### config.mk
export PLATFORM = sky130hd
export DESIGN_NAME = saturating_counter_bank_unit
export DESIGN_NICKNAME = d
export VERILOG_FILES = /design/src/rtl/sctr_pkg.sv /design/src/rtl/sctr_ram.sv /design/src/rtl/saturating_counter_bank_unit.sv
export SDC_FILE = /design/constraint.sdc
export NUM_CORES = 2
export LEC_CHECK = 0
export ABC_AREA = 1
export BUFFER_PORTS_ARGS = -buffer_cell sky130_fd_sc_hd__buf_2
export CAP_MARGIN = 20
export CORE_MARGIN = 5
export CORE_UTILIZATION = 55
export CTS_BUF_LIST = sky130_fd_sc_hd__clkbuf_8
export DETAILED_ROUTE_END_ITERATION = 8
export HOLD_SLACK_MARGIN = 0.06
export PLACE_DENSITY = 0.71
export REMOVE_ABC_BUFFERS = 1
export SLEW_MARGIN = 0
export SYNTH_ARGS = -nofsm -noshare
export SYNTH_HDL_FRONTEND = slang
export SYNTH_SLANG_ARGS = --single-unit
### constraint.sdc
create_clock -name clk_i -period 19.89 [get_ports clk_i]
set_input_delay 1.989 -clock clk_i [delete_from_list [all_inputs] [get_ports clk_i]]
set_output_delay 1.989 -clock clk_i [all_outputs]
set_load 0.05 [all_outputs]
### src/rtl/sctr_pkg.sv
`timescale 1ns / 1ps
`default_nettype none

package sctr_pkg;

  localparam int unsigned CmdW  = 3;
  localparam int unsigned IdW   = 8;
  localparam int unsigned DataW = 64;

  localparam int unsigned NumCountersDefault = 32;

  localparam logic [CmdW-1:0] CmdAdd   = 3'd0;
  localparam logic [CmdW-1:0] CmdSub   = 3'd1;
  localparam logic [CmdW-1:0] CmdSet   = 3'd2;
  localparam logic [CmdW-1:0] CmdRead  = 3'd3;
  localparam logic [CmdW-1:0] CmdClear = 3'd4;

  localparam logic [DataW-1:0] S64Max = {1'b0, {(DataW-1){1'b1}}};
  localparam logic [DataW-1:0] S64Min = {1'b1, {(DataW-1){1'b0}}};

endpackage

`default_nettype wire

### src/rtl/sctr_ram.sv
`timescale 1ns / 1ps
`default_nettype none

module sctr_ram #(
  parameter int unsigned Width = 64,
  parameter int unsigned Depth = 32,
  localparam int unsigned AddrW = (Depth > 1) ? $clog2(Depth) : 1
) (
  input  wire logic             clk_i,
  input  wire logic             we_i,
  input  wire logic [AddrW-1:0] waddr_i,
  input  wire logic [Width-1:0] wdata_i,
  input  wire logic             re_i,
  input  wire logic [AddrW-1:0] raddr_i,
  output logic      [Width-1:0] rdata_o
);

  logic [Width-1:0] mem_q [Depth];

  always_ff @(posedge clk_i) begin
    if (we_i) begin
      mem_q[waddr_i] <= wdata_i;
    end
    if (re_i) begin
      rdata_o <= mem_q[raddr_i];
    end
  end

endmodule

`default_nettype wire

### src/rtl/saturating_counter_bank_unit.sv
// Bank of signed 64-bit saturating counters, selected by an identifier.
// Command words arrive on the slave stream: tuser carries the command code,
// tdata the counter identifier and the 64-bit operand. Add and subtract
// saturate at the signed 64-bit limits, set overwrites, clear zeroes every
// counter, and only a read produces a word on the master stream. An
// identifier at or above NUM_COUNTERS changes nothing and reads as zero.
// Each command is accepted in the idle state, which reads the counter memory
// (its read data is registered); its counter is then modified and written
// back in the write-back state. The block takes no new word until that is
// done, and a read result enters the output register as its write-back ends.
// The output register lets the block take the next command while a result
// waits; a read command that finds the output still full holds in its
// write-back cycle until the receiver takes the waiting word.
// Reset clears a valid bit per counter, so every counter reads as zero at
// once with no sweep of the memory; clear all does the same.
`timescale 1ns / 1ps
`default_nettype none

module saturating_counter_bank_unit #(
  parameter int unsigned NUM_COUNTERS = sctr_pkg::NumCountersDefault
) (
  input  wire logic        clk_i,
  input  wire logic        rst_ni,
  input  wire logic        s_axis_tvalid,
  output logic             s_axis_tready,
  input  wire logic [71:0] s_axis_tdata,  // ctr_sel [7:0], operand_value [71:8]
  input  wire logic [2:0]  s_axis_tuser,  // cmd [2:0]
  output logic             m_axis_tvalid,
  input  wire logic        m_axis_tready,
  output logic      [63:0] m_axis_tdata   // read_value [63:0]
);

  localparam int unsigned IdxW  = (NUM_COUNTERS > 1) ? $clog2(NUM_COUNTERS) : 1;
  localparam int unsigned DataW = sctr_pkg::DataW;

  localparam logic StIdle = 1'b0;
  localparam logic StExec = 1'b1;

  logic                     state_q, state_d;
  logic [sctr_pkg::CmdW-1:0] cmd_q;
  logic [IdxW-1:0]          addr_q;
  logic                     id_valid_q;
  logic [DataW-1:0]         operand_q;
  logic [NUM_COUNTERS-1:0]  valid_q, valid_d;
  logic                     out_valid_q, out_valid_d;
  logic [DataW-1:0]         out_data_q;

  logic                     s_fire;
  logic                     in_id_valid;
  logic                     advance;
  logic                     is_read;
  logic                     ram_we;
  logic [DataW-1:0]         ram_rdata;
  logic [DataW-1:0]         stored;
  logic [DataW-1:0]         sum;
  logic [DataW-1:0]         diff;
  logic [DataW-1:0]         new_value;

  assign s_axis_tready = (state_q == StIdle);
  assign s_fire        = s_axis_tvalid && s_axis_tready;
  assign in_id_valid   = {1'b0, s_axis_tdata[7:0]} < 9'(NUM_COUNTERS);

  assign is_read = (cmd_q == sctr_pkg::CmdRead);
  assign advance = (state_q == StExec) && !(is_read && out_valid_q && !m_axis_tready);

  assign stored = (id_valid_q && valid_q[addr_q]) ? ram_rdata : '0;
  assign sum    = stored + operand_q;
  assign diff   = stored - operand_q;

  always_comb begin
    new_value = operand_q;
    case (cmd_q)
      sctr_pkg::CmdAdd: begin
        if ((stored[DataW-1] == operand_q[DataW-1]) && (sum[DataW-1] != stored[DataW-1])) begin
          new_value = stored[DataW-1] ? sctr_pkg::S64Min : sctr_pkg::S64Max;
        end else begin
          new_value = sum;
        end
      end
      sctr_pkg::CmdSub: begin
        if ((stored[DataW-1] != operand_q[DataW-1]) && (diff[DataW-1] != stored[DataW-1])) begin
          new_value = stored[DataW-1] ? sctr_pkg::S64Min : sctr_pkg::S64Max;
        end else begin
          new_value = diff;
        end
      end
      default: new_value = operand_q;
    endcase
  end

  assign ram_we = advance && id_valid_q &&
                  ((cmd_q == sctr_pkg::CmdAdd) || (cmd_q == sctr_pkg::CmdSub) ||
                   (cmd_q == sctr_pkg::CmdSet));

  sctr_ram #(
    .Width (DataW),
    .Depth (NUM_COUNTERS)
  ) u_store (
    .clk_i   (clk_i),
    .we_i    (ram_we),
    .waddr_i (addr_q),
    .wdata_i (new_value),
    .re_i    (s_fire),
    .raddr_i (s_axis_tdata[IdxW-1:0]),
    .rdata_o (ram_rdata)
  );

  always_comb begin
    state_d = state_q;
    unique case (state_q)
      StIdle:  if (s_fire) state_d = StExec;
      StExec:  if (advance) state_d = StIdle;
      default: state_d = StIdle;
    endcase
  end

  always_comb begin
    valid_d = valid_q;
    if (advance && (cmd_q == sctr_pkg::CmdClear)) begin
      valid_d = '0;
    end else if (ram_we) begin
      valid_d[addr_q] = 1'b1;
    end
  end

  always_comb begin
    out_valid_d = out_valid_q;
    if (advance && is_read) begin
      out_valid_d = 1'b1;
    end else if (m_axis_tready) begin
      out_valid_d = 1'b0;
    end
  end

  always_ff @(posedge clk_i or negedge rst_ni) begin
    if (!rst_ni) begin
      state_q     <= StIdle;
      valid_q     <= '0;
      out_valid_q <= 1'b0;
    end else begin
      state_q     <= state_d;
      valid_q     <= valid_d;
      out_valid_q <= out_valid_d;
    end
  end

  always_ff @(posedge clk_i) begin
    if (s_fire) begin
      cmd_q      <= s_axis_tuser;
      addr_q     <= s_axis_tdata[IdxW-1:0];
      id_valid_q <= in_id_valid;
      operand_q  <= s_axis_tdata[71:8];
    end
    if (advance && is_read) begin
      out_data_q <= stored;
    end
  end

  assign m_axis_tvalid = out_valid_q;
  assign m_axis_tdata  = out_data_q;

  assert property (@(posedge clk_i) disable iff (!rst_ni)
    s_fire |=> (state_q == StExec) && !s_axis_tready)
    else $error("command accepted without entering write-back");

  assert property (@(posedge clk_i) disable iff (!rst_ni)
    (advance && (cmd_q == sctr_pkg::CmdClear)) |=> (valid_q == '0))
    else $error("clear all left a counter marked valid");

  assert property (@(posedge clk_i) disable iff (!rst_ni)
    $rose(m_axis_tvalid) |-> $past(advance && is_read))
    else $error("result word appeared without a read command");

  assert property (@(posedge clk_i) disable iff (!rst_ni)
    ram_we |-> (id_valid_q && (state_q == StExec)))
    else $error("counter written outside write-back or with invalid id");

endmodule

`default_nettype wire

==> flow_summary.toml <==
[status]
status = "complete, no violations"

[clock_tree]
cts_made_buffers = 374
worst_skew_pair.late_latency_ps = 1100
cts_buffer_depth = 4
cts_sinks = 2283
htree_num_levels = 5
post_cts_resized = 0
ctsHoldBuffers = 0
cts_setup_buffers = 0
ctsRootBufferMaster = "clkbuf_8"
clk_pin_slew_ps = 60
cts_tree = "done"

[logic_synthesis]
ys_ff_latch = 2283
synth_top_flop_cell = "edfxtp_1"
synth.distinct_cells = 57
syn_area_sq_um = 98900
yosysTopAreaCellShare_pct = 68.3
yosys.area.top_type = "edfxtp_1"
syn_inst = 8754
ys_warn_count = 0
yosysSeqAreaShare_pct = 69.2
synth_edf_count = 2249
avgSynthCellArea_sq_um = 11.3
ys_top_cells_by_area = "edfxtp_1, o21ai_0, nor2_1, o22ai_1, nand2_1"
async_flop_share_pct = 1.49

[setup_path]
cp_max_fo = 62
slowest_delay_ps = 930
cpMaxStageDelayCell = "clkinv_1"
critical_path.most_common_cell = "nand2_1"
path_class = "register to register"
crit_arrival_ps = 10580
cp.required_ps = 20570
crit_path_end_kind = "register"
startpoint_type = "register"

[timing]
period_share_pct = 49.8
hold_violations = 0
fin_ws_ps = 9990
worstMarginPinSlew_ps = 1260
finClkSkew_ps = 76.3
final_max_slew_viol_count = 0
tns_ps = 0
rsz0062_at_grt = "false"
relSlewSlack_pct = 16.0
finalSetupViolations = 0
fmax_mhz = 101
min_period_ps = 9900

[floorplanning]
die_x_microns = 434
io_pins = 145
core.rowCount = 155
die_h_microns = 434
die_area_sq_um = 188000
start_util_pct = 55.4
core_sq_um = 179000

[power]
clkPwrFrac_pct = 37.9
switchingPower_mw = 2.40
netSwitchingFraction_pct = 24.4
p_comb_share_pct = 7.3
p_int_mw = 7.46
pwr-share-seq_pct = 54.9
ir_drop_v = 0.0000839
p_leak_nw = 38.7
power_density_nw_per_um2 = 90.4

[global_route]
antenna_found_initial = 10
grt_max_degree = 174
use_met1_pct = 48.5
grt_pass1_wl_microns = 485000
busiest_layer = "met2"
grt_usage_pct = 36.0
grt_pass1_vias = 69100
grtUsageMet2_pct = 56.1
overflow = 0
met3_usage_pct = 7.14

[layout]
seq_area_sq_um = 68400
syn_to_final_growth_pct = 10.4
design_area_sq_um = 109000
drive_above_1_share_pct = 9.01
fillers = 14165
layout.nets = 9111
multi_input_area_sq_um = 26700

[drt]
first_iter_violations = 10889
num_vias = 73471
drt-total-wl_microns = 346000
viasPerCell = 6.37
drc = 0
wl_per_cell_microns = 30.0
dr.pass1.iters = 6
ant_nets = 0

[place]
dp_worst_setup_slack_ps = 10260
dp_hpwl_microns = 208000
dpl-instance-area_sq_um = 102000
port-buffer-count = 144
gp_congestion = 1.08

[flow_run]
cap_violations = 0

[worst_hold_path]
hold_class = "register to register"
==> Yosys cell counts, types with 4 or more instances <==
library cell,n
xor2_1,52
ha_1,127
nor2_1,1691
o21bai_1,5
o22ai_1,537
nor4_1,7
nand3_1,174
a211oi_1,5
nand2_2,10
o32ai_1,6
inv_1,503
a31oi_1,32
edfxtp_1,2249
inv_2,4
buf_6,6
nand4_1,9
a21o_1,5
nand2_4,6
dfrtp_1,34
o31ai_1,27
nor3_1,38
clkbuf_1,501
o221ai_1,52
a21oi_1,335
buf_2,10
or2_2,9
nand2_1,850
o21ai_0,1381
buf_1,13
o211ai_1,12
o21a_1,21
==> layer usage <==
| metal | vias to the layer above | part of all wire [%] |
|---|---|---|
| met5 | - | 0.014 |
| met4 | 8 | 5.7 |
| met3 | 871 | 11 |
| met2 | 5024 | 46 |
| met1 | 35896 | 37 |
| li1 | 31672 | - |
==> power groups by stage <==
stage	logic, mW	registers [mW]	clock network (mW)
floorplan	0.417	5.50	0
global placement	0.652	5.52	0
detailed placement	0.667	5.52	0
CTS	0.670	5.42	3.76
global route	0.769	5.41	4.00
finish	0.717	5.41	3.74
==> critical path, delay by kind of cell, from the launching register on <==
kind	cells	cell delay, ps
buffers and inverters	7	3190
flip-flops	1	800
AO/OA/AOI/OAI	2	540
adder cells (fa/ha/maj)	2	1000
AND/OR/NAND/NOR	23	3800
==> worst paths after layout <==
kind	cells past startpoint	slack, ps	from	endpoint
worst max register to register	34	9990	addr_q[0]	u_store.mem_q[20][8]
max in group asynchronous	1	18380	rst_ni	valid_q[15]
worst min-delay path	2	510	valid_q[29]	valid_q[29]
min in group asynchronous	1	990	rst_ni	valid_q[9]
worst min register to register	2	510	valid_q[29]	valid_q[29]
worst max-delay path	34	9990	addr_q[0]	u_store.mem_q[20][8]
==> logic make-up after synthesis <==
family / Yosys count / synth area share, %
xor+xnor: 52 / 0.461
flops: 2283 / 69.2
compound gates: 2436 / 13.5
buf+inv: 1045 / 4.07
fa+ha+maj: 128 / 1.63
simple gates: 2810 / 11.2
==> metrics by stage <==
stage	hold slack [ps]	utilization (%)	std cells	total power, mW
2_1_floorplan	481	-	8220	5.92
3_3_place_gp	495	57.0	10846	6.17
3_5_place_dp	503	57.0	10848	6.18
4_1_cts	515	60.7	11491	9.85
5_1_grt	527	61.1	11529	10.2
6_report	510	61.1	11531	9.87
==> flip-flops by register name, summed over array words and instances, names as in the netlist <==
signal           cells
operand_q           64
cmd_q                3
addr_q               5
valid_q             32
id_valid_q           1
u_store.rdata_o     64
m_axis_tvalid        1
u_store.mem_q     2048
m_axis_tdata        64
state_q              1
==> cell usage in the layout (no fill, tap or decap), types with 6 or more instances in the layout <==
cell type / Yosys / routed
dfrtp_1: 34 / 34
o22ai_1: 537 / 537
o32ai_1: 6 / 6
nand2_2: 10 / 10
o31ai_1: 27 / 27
buf_16: 0 / 14
nor4_1: 7 / 7
ha_1: 127 / 127
clkinv_2: 0 / 36
a31oi_1: 32 / 32
o221ai_1: 52 / 52
buf_4: 2 / 125
nand3_1: 174 / 174
nand2_4: 6 / 7
nor2_1: 1691 / 1658
edfxtp_1: 2249 / 2249
clkinv_1: 3 / 84
nor2_4: 2 / 35
bufinv_16: 0 / 10
buf_2: 10 / 139
inv_1: 503 / 624
o21a_1: 21 / 21
xor2_1: 52 / 52
nand2_1: 850 / 849
o21ai_0: 1381 / 1381
buf_8: 1 / 20
clkbuf_8: 0 / 383
nand4_1: 9 / 9
nor3_1: 38 / 38
or2_2: 9 / 9
o211ai_1: 12 / 12
a21oi_1: 335 / 335
==> final cells by class <==
cell class | instances | share of cell area [%]
multi-input combinational | 5426 | 24.5
tap | 2355 | 2.70
antenna | 5 | 0.0115
timing repair buffer | 308 | 2.32
sequential | 2283 | 62.7
clock inverter | 260 | 1.20
clock buffer | 383 | 4.83
inverter | 511 | 1.79
Note: power is estimated with default switching activity, not from simulation.
